==> src/rtl/core/gsd_pkg.sv <==
// Shared types, constants and distance tables of the gap safe distance calculator.
package gsd_pkg;

  localparam int SPD_W      = 14;
  localparam int ACC_W      = 13;
  localparam int OUT_W      = 17;
  localparam int REL_W      = 19;
  localparam int DIV_NW     = 30;
  localparam int DIV_DW     = 14;
  localparam int DIV_QW     = 18;
  localparam int DIV_STAGES = 6;
  localparam int DIV_STEPS  = DIV_QW / DIV_STAGES;
  localparam int DIST_W     = 13;

  localparam logic [18:0] BP_1 = 19'd51200;
  localparam logic [18:0] BP_2 = 19'd102400;
  localparam logic [18:0] BP_3 = 19'd153600;

  // ceil(2^28 / 200); exact floor division for dividends below about 1.8 million.
  localparam logic [20:0] RECIP_200 = 21'd1342178;
  localparam int          RECIP_SH  = 28;
  localparam logic [19:0] ROUND_200 = 20'd100;

  localparam logic [OUT_W-1:0] OUT_MAX = 17'd131071;

  localparam logic [4:0] MIN_TAB [2][3] = '{'{5'd3, 5'd8, 5'd20}, '{5'd6, 5'd12, 5'd30}};
  localparam logic [4:0] BUF_TAB [2][3] = '{'{5'd1, 5'd3, 5'd10}, '{5'd3, 5'd6, 5'd20}};

  typedef enum logic [1:0] {
    SEG_LOW,
    SEG_MID0,
    SEG_MID1,
    SEG_HIGH
  } seg_t;

  // Per-item data that rides alongside the divider.
  typedef struct packed {
    logic                    ratio;
    logic                    neg;
    logic                    front;
    logic                    heavy;
    logic [SPD_W-1:0]        ve;
    logic signed [REL_W-1:0] rel4;
  } side_t;

endpackage

==> src/rtl/core/gsd_div.sv <==
// Pipelined restoring divider, three quotient bits per stage, with side data.
module gsd_div (
  input  logic                         clk,
  input  logic                         rst,
  input  logic                         en,
  input  logic                         in_vld,
  input  logic [gsd_pkg::DIV_NW-1:0]   dividend,
  input  logic [gsd_pkg::DIV_DW-1:0]   divisor,
  input  gsd_pkg::side_t               side_in,
  output logic                         out_vld,
  output logic [gsd_pkg::DIV_QW-1:0]   quot,
  output logic                         rem_nz,
  output gsd_pkg::side_t               side_out
);

  logic [gsd_pkg::DIV_DW-1:0] rem     [gsd_pkg::DIV_STAGES];
  logic [gsd_pkg::DIV_QW-1:0] sh      [gsd_pkg::DIV_STAGES];
  logic [gsd_pkg::DIV_QW-1:0] quo     [gsd_pkg::DIV_STAGES];
  logic [gsd_pkg::DIV_DW-1:0] dsr     [gsd_pkg::DIV_STAGES];
  gsd_pkg::side_t             side    [gsd_pkg::DIV_STAGES];
  logic                       vld     [gsd_pkg::DIV_STAGES];

  logic [gsd_pkg::DIV_DW-1:0] rem_next [gsd_pkg::DIV_STAGES];
  logic [gsd_pkg::DIV_QW-1:0] sh_next  [gsd_pkg::DIV_STAGES];
  logic [gsd_pkg::DIV_QW-1:0] quo_next [gsd_pkg::DIV_STAGES];

  always_comb begin
    logic [gsd_pkg::DIV_DW-1:0] r;
    logic [gsd_pkg::DIV_QW-1:0] s;
    logic [gsd_pkg::DIV_QW-1:0] q;
    logic [gsd_pkg::DIV_DW-1:0] d;
    logic [gsd_pkg::DIV_DW:0]   t;
    for (int k = 0; k < gsd_pkg::DIV_STAGES; k++) begin
      if (k == 0) begin
        // The quotient fits DIV_QW bits, so the top dividend bits are already below the divisor.
        r = {{(gsd_pkg::DIV_DW + gsd_pkg::DIV_QW - gsd_pkg::DIV_NW){1'b0}},
             dividend[gsd_pkg::DIV_NW-1:gsd_pkg::DIV_QW]};
        s = dividend[gsd_pkg::DIV_QW-1:0];
        q = '0;
        d = divisor;
      end else begin
        r = rem[k-1];
        s = sh[k-1];
        q = quo[k-1];
        d = dsr[k-1];
      end
      for (int j = 0; j < gsd_pkg::DIV_STEPS; j++) begin
        t = {r, s[gsd_pkg::DIV_QW-1]};
        s = {s[gsd_pkg::DIV_QW-2:0], 1'b0};
        if (t >= {1'b0, d}) begin
          t = t - {1'b0, d};
          q = {q[gsd_pkg::DIV_QW-2:0], 1'b1};
        end else begin
          q = {q[gsd_pkg::DIV_QW-2:0], 1'b0};
        end
        r = t[gsd_pkg::DIV_DW-1:0];
      end
      rem_next[k] = r;
      sh_next[k]  = s;
      quo_next[k] = q;
    end
  end

  always_ff @(posedge clk) begin
    if (en) begin
      for (int k = 0; k < gsd_pkg::DIV_STAGES; k++) begin
        rem[k] <= rem_next[k];
        sh[k]  <= sh_next[k];
        quo[k] <= quo_next[k];
        dsr[k]  <= (k == 0) ? divisor : dsr[(k == 0) ? 0 : k-1];
        side[k] <= (k == 0) ? side_in : side[(k == 0) ? 0 : k-1];
      end
    end
  end

  always_ff @(posedge clk) begin
    if (rst) begin
      for (int k = 0; k < gsd_pkg::DIV_STAGES; k++) begin
        vld[k] <= 1'b0;
      end
    end else if (en) begin
      for (int k = 0; k < gsd_pkg::DIV_STAGES; k++) begin
        vld[k] <= (k == 0) ? in_vld : vld[(k == 0) ? 0 : k-1];
      end
    end
  end

  assign out_vld  = vld[gsd_pkg::DIV_STAGES-1];
  assign quot     = quo[gsd_pkg::DIV_STAGES-1];
  assign rem_nz   = |rem[gsd_pkg::DIV_STAGES-1];
  assign side_out = side[gsd_pkg::DIV_STAGES-1];

endmodule

==> src/rtl/core/gsd_interp.sv <==
// Three-stage speed interpolation of the minimum and buffer distance tables.
module gsd_interp (
  input  logic                        clk,
  input  logic                        en,
  input  logic [gsd_pkg::SPD_W-1:0]   ve,
  input  logic                        heavy,
  output logic [gsd_pkg::DIST_W-1:0]  min_dist,
  output logic [gsd_pkg::DIST_W-1:0]  buf_dist
);

  logic [18:0] u;
  logic [15:0] delta_next;
  logic [4:0]  dmin_next, dbuf_next, bmin_next, bbuf_next;
  gsd_pkg::seg_t seg;

  logic [15:0] delta;
  logic [4:0]  dmin, dbuf, bmin, bbuf;
  logic [4:0]  bmin2, bbuf2;
  logic [19:0] xmin, xbuf;
  logic [20:0] pmin_w, pbuf_w;
  logic [40:0] qmin_w, qbuf_w;

  always_comb begin
    u = ({5'b0, ve} << 4) + ({5'b0, ve} << 1);
    if (u <= gsd_pkg::BP_1) begin
      seg = gsd_pkg::SEG_LOW;
    end else if (u >= gsd_pkg::BP_3) begin
      seg = gsd_pkg::SEG_HIGH;
    end else if (u < gsd_pkg::BP_2) begin
      seg = gsd_pkg::SEG_MID0;
    end else begin
      seg = gsd_pkg::SEG_MID1;
    end
    unique case (seg)
      gsd_pkg::SEG_MID0: begin
        delta_next = 16'(u - gsd_pkg::BP_1);
        bmin_next  = gsd_pkg::MIN_TAB[heavy][0];
        bbuf_next  = gsd_pkg::BUF_TAB[heavy][0];
        dmin_next  = gsd_pkg::MIN_TAB[heavy][1] - gsd_pkg::MIN_TAB[heavy][0];
        dbuf_next  = gsd_pkg::BUF_TAB[heavy][1] - gsd_pkg::BUF_TAB[heavy][0];
      end
      gsd_pkg::SEG_MID1: begin
        delta_next = 16'(u - gsd_pkg::BP_2);
        bmin_next  = gsd_pkg::MIN_TAB[heavy][1];
        bbuf_next  = gsd_pkg::BUF_TAB[heavy][1];
        dmin_next  = gsd_pkg::MIN_TAB[heavy][2] - gsd_pkg::MIN_TAB[heavy][1];
        dbuf_next  = gsd_pkg::BUF_TAB[heavy][2] - gsd_pkg::BUF_TAB[heavy][1];
      end
      gsd_pkg::SEG_HIGH: begin
        delta_next = '0;
        bmin_next  = gsd_pkg::MIN_TAB[heavy][2];
        bbuf_next  = gsd_pkg::BUF_TAB[heavy][2];
        dmin_next  = '0;
        dbuf_next  = '0;
      end
      default: begin
        delta_next = '0;
        bmin_next  = gsd_pkg::MIN_TAB[heavy][0];
        bbuf_next  = gsd_pkg::BUF_TAB[heavy][0];
        dmin_next  = '0;
        dbuf_next  = '0;
      end
    endcase
  end

  assign pmin_w = dmin * delta;
  assign pbuf_w = dbuf * delta;
  assign qmin_w = xmin * gsd_pkg::RECIP_200;
  assign qbuf_w = xbuf * gsd_pkg::RECIP_200;

  always_ff @(posedge clk) begin
    if (en) begin
      delta    <= delta_next;
      dmin     <= dmin_next;
      dbuf     <= dbuf_next;
      bmin     <= bmin_next;
      bbuf     <= bbuf_next;
      xmin     <= pmin_w[19:0] + gsd_pkg::ROUND_200;
      xbuf     <= pbuf_w[19:0] + gsd_pkg::ROUND_200;
      bmin2    <= bmin;
      bbuf2    <= bbuf;
      min_dist <= {bmin2, 8'b0} + qmin_w[40:gsd_pkg::RECIP_SH];
      buf_dist <= {bbuf2, 8'b0} + qbuf_w[40:gsd_pkg::RECIP_SH];
    end
  end

endmodule

==> src/rtl/core/gap_safe_distance_calc_top.sv <==
// Top level of the gap safe distance calculator: decode, product, divider, table and clamp.
//
//   channel | signals                                                  | direction
//   in      | in_valid, in_ready, own_speed, object_speed, object_accel,| into block
//           | large_vehicle, object_ahead                              |
//   out     | out_valid, out_ready, safe_distance                      | out of block
//
// One beat is accepted every cycle while in_ready is high; most of the path from a beat to its
// result is the six-stage horizon divider.
// All stages advance together whenever the output register is empty or being drained, so a
// stall on the output holds every stage in place and in_ready falls with it.
// Reset (rst, synchronous) clears all valid bits; payload registers are not reset.
module gap_safe_distance_calc_top (
  input  logic                              clk,
  input  logic                              rst,
  input  logic                              in_valid,
  output logic                              in_ready,
  input  logic [gsd_pkg::SPD_W-1:0]         own_speed,
  input  logic [gsd_pkg::SPD_W-1:0]         object_speed,
  input  logic signed [gsd_pkg::ACC_W-1:0]  object_accel,
  input  logic                              large_vehicle,
  input  logic                              object_ahead,
  output logic                              out_valid,
  input  logic                              out_ready,
  output logic [gsd_pkg::OUT_W-1:0]         safe_distance
);

  logic en;
  assign en       = !out_valid || out_ready;
  assign in_ready = en;

  // Stage 0: captured inputs.
  logic                             v0;
  logic [gsd_pkg::SPD_W-1:0]        ve0, vo0;
  logic signed [gsd_pkg::ACC_W-1:0] a0;
  logic                             large0, front0;

  // Stage 1: horizon decision.
  logic                             v1, ratio1;
  logic [gsd_pkg::SPD_W-1:0]        n1, ve1;
  logic signed [16:0]               f1;
  logic [12:0]                      mag1;
  logic                             large1, front1;
  logic signed [gsd_pkg::REL_W-1:0] rel4_1;

  logic signed [14:0]               dv;
  logic [14:0]                      adv;
  logic [12:0]                      mag;
  logic [14:0]                      mag4;
  logic                             a_neg, a_zero, a_pos, dv_neg, dv_zero, mono;
  logic                             ratio_next;
  logic [gsd_pkg::SPD_W-1:0]        n_next;
  logic signed [16:0]               f_next;
  logic signed [gsd_pkg::REL_W-1:0] rel4_next;

  always_comb begin
    dv      = $signed({1'b0, ve0}) - $signed({1'b0, vo0});
    a_neg   = a0[gsd_pkg::ACC_W-1];
    a_zero  = (a0 == '0);
    a_pos   = !a_neg && !a_zero;
    dv_neg  = dv[14];
    dv_zero = (dv == '0);
    mag     = a_neg ? 13'(-a0) : 13'(a0);
    mag4    = {mag, 2'b00};
    adv     = dv_neg ? 15'(-dv) : 15'(dv);
    mono    = (!a_neg && (dv_neg || dv_zero)) || (!a_pos && !dv_neg);
    if (mono) begin
      ratio_next = a_neg && ({1'b0, vo0} < mag4);
      n_next     = vo0;
    end else if ((a_pos && !dv_neg && front0) || (a_neg && dv_neg && !front0)) begin
      ratio_next = adv < mag4;
      n_next     = adv[gsd_pkg::SPD_W-1:0];
    end else begin
      ratio_next = 1'b0;
      n_next     = vo0;
    end
    // The ratio numerator factor is 2*dv + n for negative a and 2*dv - n otherwise.
    if (a_neg) begin
      f_next = $signed({{2{dv[14]}}, dv}) * 17'sd2 + $signed({3'b0, n_next});
    end else begin
      f_next = $signed({{2{dv[14]}}, dv}) * 17'sd2 - $signed({3'b0, n_next});
    end
    rel4_next = $signed({{4{dv[14]}}, dv}) * 19'sd4 - $signed({{6{a0[12]}}, a0}) * 19'sd8;
  end

  // Stage 2: numerator product.
  logic                             v2, ratio2, large2, front2;
  logic signed [31:0]               num2;
  logic [12:0]                      mag2;
  logic [gsd_pkg::SPD_W-1:0]        ve2;
  logic signed [gsd_pkg::REL_W-1:0] rel4_2;

  // Stage 3: rounded numerator split into sign and magnitude.
  logic                             v3;
  logic [gsd_pkg::DIV_NW-1:0]       absn3;
  logic [gsd_pkg::DIV_DW-1:0]       dsr3;
  gsd_pkg::side_t                   side3;

  logic signed [31:0] numr;
  assign numr = num2 + $signed({19'b0, mag2});

  always_ff @(posedge clk) begin
    if (en) begin
      ve0    <= own_speed;
      vo0    <= object_speed;
      a0     <= object_accel;
      large0 <= large_vehicle;
      front0 <= object_ahead;

      ratio1 <= ratio_next;
      n1     <= n_next;
      f1     <= f_next;
      mag1   <= mag;
      ve1    <= ve0;
      large1 <= large0;
      front1 <= front0;
      rel4_1 <= rel4_next;

      num2   <= $signed({1'b0, n1}) * f1;
      mag2   <= mag1;
      ratio2 <= ratio1;
      ve2    <= ve1;
      large2 <= large1;
      front2 <= front1;
      rel4_2 <= rel4_1;

      absn3       <= numr[31] ? gsd_pkg::DIV_NW'(-numr) : gsd_pkg::DIV_NW'(numr);
      dsr3        <= {mag2, 1'b0};
      side3.ratio <= ratio2;
      side3.neg   <= numr[31];
      side3.front <= front2;
      side3.heavy <= large2;
      side3.ve    <= ve2;
      side3.rel4  <= rel4_2;
    end
  end

  // Stages 4 to 9: divider.
  logic                       v9, rnz9;
  logic [gsd_pkg::DIV_QW-1:0] q9;
  gsd_pkg::side_t             side9;

  gsd_div u_div (
    .clk      (clk),
    .rst      (rst),
    .en       (en),
    .in_vld   (v3),
    .dividend (absn3),
    .divisor  (dsr3),
    .side_in  (side3),
    .out_vld  (v9),
    .quot     (q9),
    .rem_nz   (rnz9),
    .side_out (side9)
  );

  // Stages 10 to 12: travel term, table lookups in parallel.
  logic [gsd_pkg::DIST_W-1:0]       min12, buf12;

  gsd_interp u_interp (
    .clk      (clk),
    .en       (en),
    .ve       (side9.ve),
    .heavy    (side9.heavy),
    .min_dist (min12),
    .buf_dist (buf12)
  );

  logic signed [gsd_pkg::REL_W-1:0] qext, relr, rel_next;
  logic signed [gsd_pkg::REL_W-1:0] rel10, rel11, rel12;
  logic                             v10, v11, v12;

  always_comb begin
    qext = $signed({1'b0, q9});
    // Floor of a negative quotient steps down when the remainder is not zero.
    relr = side9.neg ? -(qext + $signed({18'b0, rnz9})) : qext;
    rel_next = side9.ratio ? relr : side9.rel4;
    if (!side9.front) begin
      rel_next = -rel_next;
    end
  end

  // Stage 13: buffer, floor at the minimum distance, saturation.
  logic signed [19:0]         total;
  logic signed [19:0]         mind;
  logic [gsd_pkg::OUT_W-1:0]  dist_next;

  always_comb begin
    total = $signed({rel12[18], rel12}) + $signed({7'b0, buf12});
    mind  = $signed({7'b0, min12});
    if (total < mind) begin
      total = mind;
    end
    if (total < 0) begin
      dist_next = '0;
    end else if (total > $signed({3'b0, gsd_pkg::OUT_MAX})) begin
      dist_next = gsd_pkg::OUT_MAX;
    end else begin
      dist_next = total[gsd_pkg::OUT_W-1:0];
    end
  end

  always_ff @(posedge clk) begin
    if (en) begin
      rel10         <= rel_next;
      rel11         <= rel10;
      rel12         <= rel11;
      safe_distance <= dist_next;
    end
  end

  always_ff @(posedge clk) begin
    if (rst) begin
      v0        <= 1'b0;
      v1        <= 1'b0;
      v2        <= 1'b0;
      v3        <= 1'b0;
      v10       <= 1'b0;
      v11       <= 1'b0;
      v12       <= 1'b0;
      out_valid <= 1'b0;
    end else if (en) begin
      v0        <= in_valid;
      v1        <= v0;
      v2        <= v1;
      v3        <= v2;
      v10       <= v9;
      v11       <= v10;
      v12       <= v11;
      out_valid <= v12;
    end
  end

endmodule
==> config.mk <==
export PLATFORM = sky130hd
export DESIGN_NAME = gap_safe_distance_calc_top
export DESIGN_NICKNAME = d
export VERILOG_FILES = /design/src/rtl/core/gsd_pkg.sv /design/src/rtl/core/gsd_div.sv /design/src/rtl/core/gsd_interp.sv /design/src/rtl/core/gap_safe_distance_calc_top.sv
export SDC_FILE = /design/constraint.sdc
export NUM_CORES = 2
export LEC_CHECK = 0
export BUFFER_PORTS_ARGS = -buffer_cell sky130_fd_sc_hd__clkbuf_2
export CAP_MARGIN = 40
export CORE_ASPECT_RATIO = 2
export CORE_MARGIN = 2
export CORE_UTILIZATION = 60
export DETAILED_ROUTE_END_ITERATION = 10
export GPL_TIMING_DRIVEN = 0
export PLACE_DENSITY = 0.8
export SYNTH_ARGS = -nofsm -noshare
export SYNTH_HDL_FRONTEND = slang
export SYNTH_SLANG_ARGS = --single-unit
==> constraint.sdc <==
create_clock -name clk -period 86.8 [get_ports clk]
set_input_delay 17.36 -clock clk [delete_from_list [all_inputs] [get_ports clk]]
set_output_delay 17.36 -clock clk [all_outputs]
set_load 0.1 [all_outputs]
---- Word-level counts from Yosys, hierarchy flattened ----
Memories as Yosys holds them, arrays and structs flattened. A register that Yosys moved wholly into a read port is not among the register bits.
Index checks and enable logic that the tools add are counted.
operators by class
  bitwise gates (word level) .............. 7
  eq/ne operators ......................... 3
  order comparisons ....................... 27
  add/subtract/negate cells ............... 41
  reductions and logical operators ........ 21
  $mul .................................... 5
  div/mod/pow operators ................... 0
  muxes and demuxes ....................... 75
  shift-type cells ........................ 0
operator list
  cell                      count
  $mux W14                  20
  $ge A15 B14 Y1            17
  $sub A14 B14 Y14          17
  $mul A20 B20 Y40 const B  2
  $mux W15                  5
  $mux W19                  3
  $add A20 B7 Y20 const B   2
  $mul A5 B16 Y20           2
  $pmux W5 S2               4
  $neg A19 Y19              2
  $mux W17                  2
  $add A32 B14 Y32          1
  $mul A15 B17 Y32          1
  $mux W1                   32
  $pmux W16 S2              1
  $sub A16 B16 Y16 const B  2
  $mux W30                  1
  $neg A30 Y30              1
  $add A13 B13 Y13          2
  $mux W13                  2
  $add A19 B14 Y20          1
  $gt A20 B18 Y1 const B    1
  $lt A20 B1 Y1 const B     1
  $lt A20 B14 Y1            1
  other kinds (30)          56
word-level totals
  latch bits .............................. 0
  RAM bits ................................ 594
  input port bits ......................... 47
  memories ................................ 6
  output and inout port bits .............. 19
  logic and storage cells ................. 235
  memory bits (read-only) ................. 0
  register bits after elaboration ......... 477
memories
  memory      depth  bits a word  read ports  clocked after Yosys merged registers in  wr ports  RTL line       RTL
  u_div.side  6      37           6           0                                        6         gsd_div.sv:20  gsd_pkg::side_t side [gsd_pkg::DIV_STAGES];
  u_div.quo   6      18           6           0                                        6         gsd_div.sv:18  logic [gsd_pkg::DIV_QW-1:0] quo [gsd_pkg::DIV_STAGES];
  u_div.sh    6      15           5           0                                        6         gsd_div.sv:17  logic [gsd_pkg::DIV_QW-1:0] sh [gsd_pkg::DIV_STAGES];
  u_div.dsr   6      14           5           0                                        6         gsd_div.sv:19  logic [gsd_pkg::DIV_DW-1:0] dsr [gsd_pkg::DIV_STAGES];
  u_div.rem   6      14           6           0                                        6         gsd_div.sv:16  logic [gsd_pkg::DIV_DW-1:0] rem [gsd_pkg::DIV_STAGES];
  u_div.vld   6      1            6           1                                        6         gsd_div.sv:21  logic vld [gsd_pkg::DIV_STAGES];

---- Longest topological paths before layout ----
  depth after elaboration ................. 10
  mapped depth ............................ 41
  depth with buffers taken out ............ 36

---- Cells and area by module ----
Synthesis repeated with hierarchy kept, for this count alone.
unflattened totals
  cells, all modules ...................... 7360
  area, all modules ....................... 80734.9 sq um
by module, submodules not included
  module                      seq. area each (sq um)  instances  area an instance (sq um)  cells an instance
  gsd_div                     14714.1                 1          29874.9                   2541
  gap_safe_distance_calc_top  10610.2                 1          28095.7                   2611
  gsd_interp                  3213.1                  1          22764.3                   2208

---- Least setup slack after synthesis ----
No wires, ideal clock.
  path type ............................... input -> output
  start ................................... input out_ready
  end ..................................... output in_ready
  data required time ...................... 69440 ps
  buffers on the path ..................... 0
  stages on the path ...................... 2
  setup slack ............................. 34852 ps
  arrival ................................. 34588 ps
  path through ............................ nor2b_1 > clkinv_1
between the ends
  cells in the longest elaborated chain, start to end .. 1
RTL lines
  item                RTL line                          RTL
  from (decl)         gap_safe_distance_calc_top.sv:24  input logic out_ready,
  $logic_or A1 B1 Y1  gap_safe_distance_calc_top.sv:29  assign en = !out_valid || out_ready;
  to (decl)           gap_safe_distance_calc_top.sv:17  output logic in_ready,
Every way passes these cells.

---- Worst setup path after layout ----
Same ends and word-level chain as after synthesis.

==> summary.md <==
| Metric | Value |
|---|---|
| Final HPWL from detailed placement | 154000 µm |
| Share of final-layout standard cells stronger than drive strength 1 | 5.47% |
| Share of async-settable or async-resettable flops after synthesis | 0% |
| Deepest clock path buffer count | 3 |
| Share of synthesized area spent on multiplexers | 2.45% |
| Number of I/O port buffers | 64 |
| Total routed wirelength | 187000 µm |
| Total Die Area | 0.131 mm² |
| Residual overflow from global routing | 0 |
| Number of synthesized flops with an enable pin | 922 |
| Number of nets produced by synthesis | 8585 |
| Number of unique standard cell types used by synthesis | 89 |
| Seq. cell area | 0.0278 mm² |
| Inserted Clock Buffers | 83 |
| Final worst path period share | 43.3% |
| Synth Area in Compound Gates | 9.77% |
| Cts hold-fix bufs | 0 |
| Total count of hold-check failures in the final report | 0 |
| Synthesized-area fraction occupied by and/or/nand/nor cells | 9.01% |
| Routed wirelength normalized by instance count | 21.0 µm |
| TritonCTS clock tree | yes |
| Clock latency reported for the late side of the worst-skew pair | 0.72 ns |
| Global routing usage summed across all routing layers | 29.1% |
| First-pass iteration count of the detailed router | 6 |
| Post-Synthesis Mean Instance Area | 11.1 µm² |
| Number of fill cells | 9868 |
| Die width | 257 µm |
| Category of the most critical setup path | input pin to output port |
| Final net count | 8760 |
| Setup slack at placement | 49.28 ns |
| Leading cell types in the layout, fill and taps excluded | 1197 x inv_1, 986 x ha_1, 922 x edfxtp_1, 597 x fa_1, 363 x nand2_1 |
| Post-route DRC violation count | 0 |
| Vias in the first global route | 56400 |
| Detailed-route via count | 51600 |
| Accumulated negative setup slack | 0 ns |
| Worst path required time | 69.44 ns |
| Wire length of the first global-routing pass | 293000 µm |
| Setup slack of the critical path after layout | 49.20 ns |
| Total of max-cap violations | 0 |
| Unrepaired setup endpoints after global routing | false |
| Max-slew violations | 0 |
| Clk slew on worst S/H paths | 0.07 ns |
| Maximum clock frequency | 26.6 MHz |
| Effective utilization at floorplan | 60.2% |
| Status | finished, final reports clean |
| Largest family of logic cells by synthesized area | adder cells |
| Hold Crit Class | flip-flop to flip-flop |
| Type of element launching the critical path | input pin |
| CTS H-Tree Depth | 3 |
| Weighted congestion reported at the end of routability-driven placement | 1.00 |
| Core Region | 0.128 mm² |
| Total number of placement rows | 186 |
| # clock sinks | 930 |
| Slew at the pin closest to its max-slew limit | 0.985 ns |
| Final setup viols | 0 |
| Yosys Warn Count | 0 |
| Final period demand of the worst path | 37.60 ns |
| Number of placed I/O pins | 66 |
| Setup fix buffers added after clock tree synthesis | 0 |
| Part of the Yosys area used for sequential elements | 36.2% |
| Adder-Cell Fraction of Synth Area | 31.5% |
| Post-Synth XOR/XNOR Area | 4.62% |
| Multi-input combinational cell area | 0.0442 mm² |
| Antenna Nets Post-Route | 0 |
| Max Fanout on Critical Path | 97 |
| Clock root buffer master | clkbuf_16 |
| Initial antenna violation count | 7 |
| First-iteration detailed-routing DRC count | 2595 |
| Post-route clock skew | 0.0415 ns |
| Post-synth top flop | edfxtp_1 |
| Max_slew headroom | 33.8% |
| P&R area growth vs syn | 7.42% |
| Leading cell type in the layout, fill and taps excluded | inv_1 |
| # resized after CTS | 0 |
| Number of vias per cell | 5.80 |
| Height of the chip | 511 µm |
| Synthesized instance count | 6955 |
| Cell area after synthesis | 0.0770 mm² |
| Data arrival time of the critical path | 20.24 ns |
| Largest net degree at the start of global routing | 104 |
| Nature of the critical path endpoint | output port |
| Register bit count reported by yosys | 930 |
cell usage after synthesis (11+ instances only):
master	n	area share (%)
mux2_1	12	0.18
and3_1	37	0.30
o21bai_1	55	0.54
and2_1	241	2.0
a21boi_0	24	0.23
a211oi_1	34	0.33
nand4_1	56	0.45
o21ai_0	209	1.4
o21a_1	44	0.43
o21ai_1	16	0.10
clkbuf_1	106	0.52
or3_1	31	0.25
a211o_1	17	0.19
nand3_1	96	0.62
a21o_1	182	1.8
nor4_1	32	0.26
ha_1	986	16
a21oi_1	327	2.1
nor2_1	307	1.5
nor3_1	79	0.51
inv_1	1197	5.8
nand2_1	363	1.8
a31oi_1	29	0.24
nor2b_1	56	0.45
a31o_2	11	0.13
mux2i_1	35	0.45
xor2_1	113	1.3
fa_1	597	16
edfxtp_1	922	36
o211ai_1	20	0.19
nand2b_1	39	0.32
xnor2_1	293	3.3
mux2_2	114	1.7
a2111oi_0	13	0.15
o31ai_1	25	0.24
o2111ai_1	11	0.13
a221oi_1	35	0.40
path summary, 6_finish.rpt:
check	startpoint	end	slack (ns)	depth (start not counted)
hold / removal	u_div.quo[0][2]	u_div.quo[1][5]	0.40	0
setup / recovery	out_ready	in_ready	49.20	7
hold reg to reg	u_div.quo[0][2]	u_div.quo[1][5]	0.40	0
setup reg to reg	dsr3[2]	u_div.rem[0][12]	76.03	36
flip-flops by register name, indices dropped and copies added (netlist names), 14 cells and up:
register        flops
u_interp.xbuf      19
rel12              19
rel10              19
rel4_1             16
f1                 16
ve2                14
ve1                14
rel11              19
u_div.dsr          65
ve0                14
absn3              30
u_div.rem          84
u_div.quo          63
rel4_2             16
n1                 14
side3              34
safe_distance      17
u_interp.xmin      19
u_div.sh           45
u_div.side        204
num2               32
vo0                14
u_interp.delta     15
per-layer routing:
metal | vias up | part of all wire, % | track usage, %
li1 | 24300 | - | -
met4 | 2 | 15 | 34.8
met5 | - | 0.0069 | 0
met2 | 1401 | 53 | 53.8
met3 | 927 | 3.3 | 4.07
met1 | 25000 | 29 | 23.9
layout make-up:
| class | instances | area share [%] |
|---|---|---|
| Multi-Input combinational cell | 4704 | 53.4 |
| Sequential cell | 930 | 33.7 |
| Inverter | 1200 | 5.45 |
| Clock buffer | 95 | 2.60 |
| Tap cell | 1692 | 2.56 |
| Clock inverter | 60 | 0.876 |
| Timing Repair Buffer | 90 | 0.848 |
| Buffer | 121 | 0.576 |
| Antenna cell | 5 | 0.0151 |
cell families (layout without fill, tap and decap cells):
family / after synthesis / after routing
fa+ha+maj: 1583 / 1583
other cells: 0 / 5
mux: 169 / 169
flops: 930 / 930
xor+xnor: 406 / 406
compound gates: 1150 / 1150
simple gates: 1396 / 1396
buf+inv: 1321 / 1566
through the flow:
| step | instances | util, % | hold slack [ns] | cell area, µm² |
|---|---|---|---|---|
| detailed placement | 8732 | 62.4 | 0.405 | 79800 |
| global route | 8896 | 64.6 | 0.396 | 82700 |
| global placement | 8711 | 62.1 | 0.400 | 79500 |
| finish | 8897 | 64.6 | 0.400 | 82700 |
| floorplan | 6955 | - | 0.400 | 77000 |
| CTS | 8887 | 64.6 | 0.397 | 82700 |
critical path, cell delays in order:
cell and delay [ns]:
clkbuf_2 0.08, nor2b_1 0.24, clkinv_4 0.66, buf_16 0.48
buf_16 0.34, buf_16 0.28, clkbuf_2 0.45
Power is left out: the tool's default activity adds up to more than one toggle a clock period on the data nets, which glitch-free logic cannot reach.
